===== src/hw/rtl/mh2_pkg.sv =====
package mh2_pkg;

  localparam logic [31:0] MURMUR_MUL = 32'h5bd1e995;
  localparam int unsigned K_SHIFT   = 24;
  localparam int unsigned FIN_SHIFT1 = 13;
  localparam int unsigned FIN_SHIFT2 = 15;

  // depth of the queue between front and back
  localparam int unsigned QUEUE_DEPTH = 2;

  localparam logic [2:0] FULL_BYTES = 3'd4;

  typedef enum logic [1:0] {
    OP_FULL,  // whole word goes through the k mix
    OP_TAIL,  // 1..3 tail bytes, already masked
    OP_NONE   // last item with no bytes
  } op_e;

  typedef struct packed {
    logic [31:0] word;
    op_e         op;
    logic        first;
    logic        last;
    logic [31:0] length;
  } entry_t;

endpackage


===== src/hw/rtl/mh2_key_if.sv =====
interface mh2_key_if;
  logic        valid;
  logic        ready;
  logic [31:0] key_word;
  logic [2:0]  valid_bytes;
  logic        first_word;
  logic        last_word;
  logic [31:0] total_length;

  modport source (output valid, key_word, valid_bytes, first_word, last_word, total_length,
                  input ready);
  modport sink (input valid, key_word, valid_bytes, first_word, last_word, total_length,
                output ready);
endinterface


===== src/hw/rtl/mh2_hash_if.sv =====
interface mh2_hash_if;
  logic        valid;
  logic        ready;
  logic [31:0] key_hash;

  modport source (output valid, key_hash, input ready);
  modport sink (input valid, key_hash, output ready);
endinterface


===== src/hw/rtl/mh2_front.sv =====
module mh2_front (
  mh2_key_if.sink         key_i,
  input  logic            q_full_i,
  output logic            push_o,
  output mh2_pkg::entry_t push_data_o
);

  logic [2:0]  nvalid;
  logic [31:0] tail_mask;
  mh2_pkg::op_e op;

  always_comb begin
    nvalid = (key_i.valid_bytes > mh2_pkg::FULL_BYTES) ? mh2_pkg::FULL_BYTES
                                                       : key_i.valid_bytes;
    unique case (nvalid)
      3'd1:    tail_mask = 32'h0000_00ff;
      3'd2:    tail_mask = 32'h0000_ffff;
      3'd3:    tail_mask = 32'h00ff_ffff;
      default: tail_mask = 32'h0000_0000;
    endcase
    // any word before the last is mixed whole
    if (!key_i.last_word || nvalid == mh2_pkg::FULL_BYTES) begin
      op = mh2_pkg::OP_FULL;
    end else if (nvalid == 3'd0) begin
      op = mh2_pkg::OP_NONE;
    end else begin
      op = mh2_pkg::OP_TAIL;
    end
  end

  assign key_i.ready = !q_full_i;
  assign push_o      = key_i.valid && !q_full_i;

  always_comb begin
    push_data_o.word   = (op == mh2_pkg::OP_FULL) ? key_i.key_word
                                                  : (key_i.key_word & tail_mask);
    push_data_o.op     = op;
    push_data_o.first  = key_i.first_word;
    push_data_o.last   = key_i.last_word;
    push_data_o.length = key_i.total_length;
  end

endmodule


===== src/hw/rtl/mh2_queue.sv =====
module mh2_queue (
  input  logic            clk_i,
  input  logic            rst_ni,
  input  logic            push_i,
  input  mh2_pkg::entry_t push_data_i,
  output logic            full_o,
  input  logic            pop_i,
  output logic            valid_o,
  output mh2_pkg::entry_t pop_data_o
);

  localparam int unsigned PtrW = (mh2_pkg::QUEUE_DEPTH > 1) ? $clog2(mh2_pkg::QUEUE_DEPTH) : 1;
  localparam int unsigned CntW = $clog2(mh2_pkg::QUEUE_DEPTH + 1);
  localparam logic [PtrW-1:0] LastPtr = PtrW'(mh2_pkg::QUEUE_DEPTH - 1);
  localparam logic [CntW-1:0] Depth   = CntW'(mh2_pkg::QUEUE_DEPTH);

  mh2_pkg::entry_t slots_q [mh2_pkg::QUEUE_DEPTH];
  logic [PtrW-1:0] wr_ptr_q, rd_ptr_q;
  logic [CntW-1:0] count_q;

  assign full_o     = (count_q == Depth);
  assign valid_o    = (count_q != '0);
  assign pop_data_o = slots_q[rd_ptr_q];

  always_ff @(posedge clk_i) begin
    if (push_i) begin
      slots_q[wr_ptr_q] <= push_data_i;
    end
  end

  always_ff @(posedge clk_i or negedge rst_ni) begin
    if (!rst_ni) begin
      wr_ptr_q <= '0;
      rd_ptr_q <= '0;
      count_q  <= '0;
    end else begin
      if (push_i) begin
        wr_ptr_q <= (wr_ptr_q == LastPtr) ? '0 : wr_ptr_q + 1'b1;
      end
      if (pop_i) begin
        rd_ptr_q <= (rd_ptr_q == LastPtr) ? '0 : rd_ptr_q + 1'b1;
      end
      if (push_i && !pop_i) begin
        count_q <= count_q + 1'b1;
      end else if (!push_i && pop_i) begin
        count_q <= count_q - 1'b1;
      end
    end
  end

endmodule


===== src/hw/rtl/mh2_back.sv =====
module mh2_back (
  input  logic            clk_i,
  input  logic            rst_ni,
  input  logic            q_valid_i,
  input  mh2_pkg::entry_t q_data_i,
  output logic            pop_o,
  mh2_hash_if.source      hash_o
);

  typedef enum logic [2:0] {
    S_IDLE,
    S_K1,
    S_K2,
    S_H,
    S_TAIL,
    S_FIN
  } state_e;

  state_e      state_q;
  logic [31:0] h_q;      // running hash lives here between words
  logic [31:0] k_q;
  logic        last_q;
  logic        out_valid_q;
  logic [31:0] out_hash_q;

  logic [31:0] mul_in;
  logic [31:0] prod;
  logic [31:0] fin_mix;

  // one shared multiplier, one product per cycle
  always_comb begin
    unique case (state_q)
      S_K1:    mul_in = k_q;
      S_K2:    mul_in = k_q ^ (k_q >> mh2_pkg::K_SHIFT);
      S_H:     mul_in = h_q;
      S_TAIL:  mul_in = h_q ^ k_q;
      S_FIN:   mul_in = h_q ^ (h_q >> mh2_pkg::FIN_SHIFT1);
      default: mul_in = '0;
    endcase
    prod    = mul_in * mh2_pkg::MURMUR_MUL;
    fin_mix = prod ^ (prod >> mh2_pkg::FIN_SHIFT2);
  end

  assign pop_o           = (state_q == S_IDLE) && q_valid_i;
  assign hash_o.valid    = out_valid_q;
  assign hash_o.key_hash = out_hash_q;

  always_ff @(posedge clk_i or negedge rst_ni) begin
    if (!rst_ni) begin
      state_q     <= S_IDLE;
      h_q         <= '0;
      k_q         <= '0;
      last_q      <= 1'b0;
      out_valid_q <= 1'b0;
      out_hash_q  <= '0;
    end else begin
      if (state_q == S_FIN && (!out_valid_q || hash_o.ready)) begin
        out_valid_q <= 1'b1;
      end else if (hash_o.ready) begin
        out_valid_q <= 1'b0;
      end
      unique case (state_q)
        S_IDLE: begin
          if (q_valid_i) begin
            h_q    <= q_data_i.first ? q_data_i.length : h_q;
            k_q    <= q_data_i.word;
            last_q <= q_data_i.last;
            unique case (q_data_i.op)
              mh2_pkg::OP_FULL: state_q <= S_K1;
              mh2_pkg::OP_TAIL: state_q <= S_TAIL;
              default:          state_q <= S_FIN;
            endcase
          end
        end
        S_K1: begin
          k_q     <= prod;
          state_q <= S_K2;
        end
        S_K2: begin
          k_q     <= prod;
          state_q <= S_H;
        end
        S_H: begin
          h_q     <= prod ^ k_q;
          state_q <= last_q ? S_FIN : S_IDLE;
        end
        S_TAIL: begin
          h_q     <= prod;
          state_q <= S_FIN;
        end
        S_FIN: begin
          // wait for a free output slot
          if (!out_valid_q || hash_o.ready) begin
            out_hash_q  <= fin_mix;
            h_q         <= '0;
            state_q     <= S_IDLE;
          end
        end
        default: state_q <= S_IDLE;
      endcase
    end
  end

endmodule


===== src/hw/rtl/murmur2_hash32_unit.sv =====
// MurmurHash2 32-bit, seed 0. Front classifies words, a 2-entry queue feeds the back end,
// which runs every multiply on one shared 32x32 multiplier, one product per cycle.
// Each non-last word is popped and then run through three multiplies (k, k mix, h). A last
// full word gets the same three and then the final mix, a tail gets the tail mix and then the
// final mix, an empty item goes straight to the final mix; then the hash sits in the output register.
// Reset (async, active low) empties the queue, clears the running hash and the output valid.
module murmur2_hash32_unit (
  input  logic       clk_i,
  input  logic       rst_ni,
  mh2_key_if.sink    key_i,
  mh2_hash_if.source hash_o
);

  logic            push;
  logic            pop;
  logic            q_full;
  logic            q_valid;
  mh2_pkg::entry_t push_data;
  mh2_pkg::entry_t q_data;

  mh2_front u_front (
    .key_i       (key_i),
    .q_full_i    (q_full),
    .push_o      (push),
    .push_data_o (push_data)
  );

  mh2_queue u_queue (
    .clk_i       (clk_i),
    .rst_ni      (rst_ni),
    .push_i      (push),
    .push_data_i (push_data),
    .full_o      (q_full),
    .pop_i       (pop),
    .valid_o     (q_valid),
    .pop_data_o  (q_data)
  );

  mh2_back u_back (
    .clk_i     (clk_i),
    .rst_ni    (rst_ni),
    .q_valid_i (q_valid),
    .q_data_i  (q_data),
    .pop_o     (pop),
    .hash_o    (hash_o)
  );

endmodule

===== src/flat_wrapper.sv =====
// flat-port wrapper written by rule: the top's interface ports become plain ports
module murmur2_hash32_unit_flat 
  (clk_i, rst_ni, key_i_valid, key_i_key_word, key_i_valid_bytes, key_i_first_word, key_i_last_word, key_i_total_length, key_i_ready, hash_o_valid, hash_o_key_hash, hash_o_ready);
  mh2_key_if key_i_i ();
  mh2_hash_if hash_o_i ();
  input  logic clk_i;
  input  logic rst_ni;
  input wire logic [$bits(key_i_i.valid)-1:0] key_i_valid;
  input wire logic [$bits(key_i_i.key_word)-1:0] key_i_key_word;
  input wire logic [$bits(key_i_i.valid_bytes)-1:0] key_i_valid_bytes;
  input wire logic [$bits(key_i_i.first_word)-1:0] key_i_first_word;
  input wire logic [$bits(key_i_i.last_word)-1:0] key_i_last_word;
  input wire logic [$bits(key_i_i.total_length)-1:0] key_i_total_length;
  output wire logic [$bits(key_i_i.ready)-1:0] key_i_ready;
  output wire logic [$bits(hash_o_i.valid)-1:0] hash_o_valid;
  output wire logic [$bits(hash_o_i.key_hash)-1:0] hash_o_key_hash;
  input wire logic [$bits(hash_o_i.ready)-1:0] hash_o_ready;
  assign key_i_i.valid = key_i_valid;
  assign key_i_i.key_word = key_i_key_word;
  assign key_i_i.valid_bytes = key_i_valid_bytes;
  assign key_i_i.first_word = key_i_first_word;
  assign key_i_i.last_word = key_i_last_word;
  assign key_i_i.total_length = key_i_total_length;
  assign key_i_ready = key_i_i.ready;
  assign hash_o_valid = hash_o_i.valid;
  assign hash_o_key_hash = hash_o_i.key_hash;
  assign hash_o_i.ready = hash_o_ready;
  murmur2_hash32_unit u_core (.clk_i(clk_i), .rst_ni(rst_ni), .key_i(key_i_i), .hash_o(hash_o_i));
endmodule

===== config.mk =====
export PLATFORM = sky130hd
export DESIGN_NAME = murmur2_hash32_unit_flat
export DESIGN_NICKNAME = d
export VERILOG_FILES = /design/src/hw/rtl/mh2_pkg.sv /design/src/hw/rtl/mh2_key_if.sv /design/src/hw/rtl/mh2_hash_if.sv /design/src/hw/rtl/mh2_front.sv /design/src/hw/rtl/mh2_queue.sv /design/src/hw/rtl/mh2_back.sv /design/src/hw/rtl/murmur2_hash32_unit.sv /design/src/flat_wrapper.sv
export SDC_FILE = /design/constraint.sdc
export NUM_CORES = 1
export LEC_CHECK = 0
export BUFFER_PORTS_ARGS = -buffer_cell sky130_fd_sc_hd__clkbuf_2
export CORE_UTILIZATION = 65
export DETAILED_ROUTE_END_ITERATION = 12
export GPL_ROUTABILITY_DRIVEN = 1
export PLACE_DENSITY = 0.92
export SLEW_MARGIN = 20
export SYNTH_ARGS = -nofsm -noshare
export SYNTH_HDL_FRONTEND = slang
export SYNTH_HIERARCHICAL = 1
export SYNTH_SLANG_ARGS = --single-unit

===== constraint.sdc =====
create_clock -name clk_i -period 13.5 [get_ports clk_i]
set_input_delay 1.35 -clock clk_i [delete_from_list [all_inputs] [get_ports clk_i]]
set_output_delay 1.35 -clock clk_i [all_outputs]
set_load 0.01 [all_outputs]

==> flow_metrics.py <==
metrics = {
    "cts": {
        "numCtsBuffers": 25,
        "cts_sinks": 241,
        "post_cts_buffers": 0,
        "cts.clk_slew.worst_paths_ps": 60,
        "holdBufCountCts": 0,
        "clk_latency_ps": 550,
        "htree_levels": 1,
        "cts_tree": "yes",
        "cts_resized": 0,
        "cts_buffer_depth": 3,
        "clock-root-buffer": "clkbuf_16",
    },
    "yosys": {
        "yosys.area.top_type": "edfxtp_1",
        "synth_common_cells": "379 x inv_1, 217 x ha_1, 181 x fa_1",
        "syn_nets": 2544,
        "ys_warn_count": 6,
        "syn_inst": 2073,
        "synthFlopType": "edfxtp_1",
        "netlist_area_sq_um": 21600,
        "yosysSeqAreaShare": 0.311,
        "netlist_top_cells_area": "edfxtp_1 19%, fa_1 17%, ha_1 13%",
        "yosysMostFrequentCell": "inv_1",
        "async_flop_share": 0.436,
        "yosysTopAreaCellShare": 0.189,
        "synth_seq_cells": 241,
        "synth.distinct_cells": 73,
        "syn_area_per_cell_sq_um": 10.4,
        "synth_edf_count": 136,
    },
    "sta": {
        "hold_viol": 0,
        "final_max_slew_viol_count": 0,
        "tightestPinTransition_ps": 1210,
        "period_share": 0.727,
        "relSlewSlack": 0.187,
        "setup_viol": 0,
        "rsz0062_at_grt": "no",
        "timing.fmax_mhz": 102,
        "finalCriticalPeriod_ps": 9810,
        "finClkSkew_ps": 18.1,
        "whs_ps": 487,
        "setup_tns_ps": 0,
    },
    "final_layout": {
        "insertedDiodeCount": 0,
        "final_util": 0.710,
        "fillers": 2201,
        "multi_input_area_sq_um": 12800,
        "syn2layout_area_growth_pct": 7.46,
        "drive_gt1_frac": 0.136,
        "regArea_sq_um": 6720,
        "finalNetCount": 2593,
        "fin_cells": 2583,
    },
    "routing": {
        "drt_iter0_drc": 1978,
        "antenna_left": 0,
        "vias_per_cell": 6.29,
        "wl_per_cell_microns": 23.8,
        "drc": 0,
        "routed_wl_microns": 61600,
        "dr.pass1.iters": 8,
        "vias": 16258,
    },
    "status": {
        "status": "completed",
    },
    "critical_path": {
        "path_depth": 31,
        "crit_buf_inv": 7,
        "crit_fanout": 57,
        "crit_slowest_cell": "xnor2_1",
        "crit_required_ps": 13960,
        "cp-start-kind": "flop",
        "path_delay_family": "adder cells",
        "endpoint_kind": "flop",
        "worstSetupPathType": "reg -> reg",
        "arrival_ps": 10270,
        "r2r_cells": 31,
        "max_stage_delay_ps": 950,
    },
    "grt": {
        "grt_max_degree": 75,
        "grtUsageTotal": 0.379,
        "grt_pass1_wl_microns": 95800,
        "grt_pass1_vias": 17266,
        "overflow": 0,
        "grt_antenna_before_repair": 1,
    },
    "place": {
        "place.gp.congestion": 1.03,
        "port_buffers": 106,
        "dp.cells": 2536,
        "hpwl_microns": 45600,
    },
    "floorplanning": {
        "start_util": 0.661,
        "ios": 107,
        "chipHeight_microns": 184,
        "die_x_microns": 184,
        "rows": 66,
        "fp.coreArea_sq_um": 32600,
        "dieArea_sq_um": 33900,
    },
    "hold_path": {
        "hold_depth": 2,
        "min_path_type": "reg -> reg",
    },
    "job": {
        "maxCapViolations": 0,
    },
}
## flip-flops by register name (all words and copies together), names as in the netlist
signal,flops
u_core/u_back/h_q,32
u_core/u_back/hash_o.key_hash,32
u_core/u_back/hash_o.valid,1
u_core/u_back/k_q,32
u_core/u_back/last_q,1
u_core/u_back/state_q,3
u_core/u_queue/count_q,2
u_core/u_queue/rd_ptr_q,1
u_core/u_queue/slots_q,136
u_core/u_queue/wr_ptr_q,1
## cells by family (layout without fill, tap and decap cells)
kind of cell	Yosys count	after routing	share of synthesized area
compound gates	390	390	0.114
xor+xnor	124	124	0.0532
fa+ha+maj	398	398	0.294
buf+inv	495	563	0.0953
flops	241	241	0.311
mux	134	134	0.0691
simple gates	291	291	0.0629
## layer usage
| metal | routed length, microns | GRT usage | part of all wire |
|---|---|---|---|
| met5 | 17 | 0 | 0.00028 |
| met4 | 4800 | 0.244 | 0.078 |
| met3 | 6320 | 0.0840 | 0.10 |
| met2 | 28400 | 0.615 | 0.46 |
| met1 | 22000 | 0.459 | 0.36 |
## cell type report
type | instances | area share
Timing Repair Buffer | 134 | 0.0329
Clock buffer | 31 | 0.0288
Multi-Input combinational cell | 1337 | 0.554
Inverter | 383 | 0.0621
Tap cell | 442 | 0.0239
Clock inverter | 15 | 0.00848
Sequential cell | 241 | 0.290
## final timing paths
check | start | endpoint | slack [ps]
worst min-delay path | u_core/u_back/hash_o.key_hash[17] | u_core/u_back/hash_o.key_hash[17] | 490
max in group asynchronous | rst_ni | u_core/u_queue/rd_ptr_q | 11640
worst max-delay path | u_core/u_back/state_q[0] | u_core/u_back/h_q[25] | 3690
worst min register to register | u_core/u_back/hash_o.key_hash[17] | u_core/u_back/hash_o.key_hash[17] | 490
min in group asynchronous | rst_ni | u_core/u_back/k_q[5] | 750
worst max register to register | u_core/u_back/state_q[0] | u_core/u_back/h_q[25] | 3690
## placed cells by master, fill, tap and decap left out, drive strengths merged, types with 14 or more instances in the layout
master  netlist  layout
o22ai        16      16
edfxtp      136     136
ha          217     217
inv         383     384
a211oi       21      21
dfrtp       105     105
xnor2        97      97
buf          64      29
a21boi       15      15
nor2         64      64
o21ai       133     133
mux2i        49      49
xor2         25      25
nor2b        36      36
a22oi        18      18
a21o         14      14
a21oi        88      88
nand2       128     128
fa          181     181
clkbuf       48     136
a221oi       16      16
mux2         85      85
## worst min-delay path, stage by stage, from the launching register on
cell and delay [ps]:
dfrtp_1 340, nand2_1 50, o21ai_0 60
## per-stage QoR
step                      cell area [sq um]  setup slack (ps)
after floorplan                       21600              4520
after global placement                22300              4350
after detailed placement              22300              4180
after CTS                             23100              4030
after global routing                  23200              3210
final                                 23200              3690
Power is not shown: default switching activity piles up to over one toggle a cycle in this logic, so the estimate is an artifact.
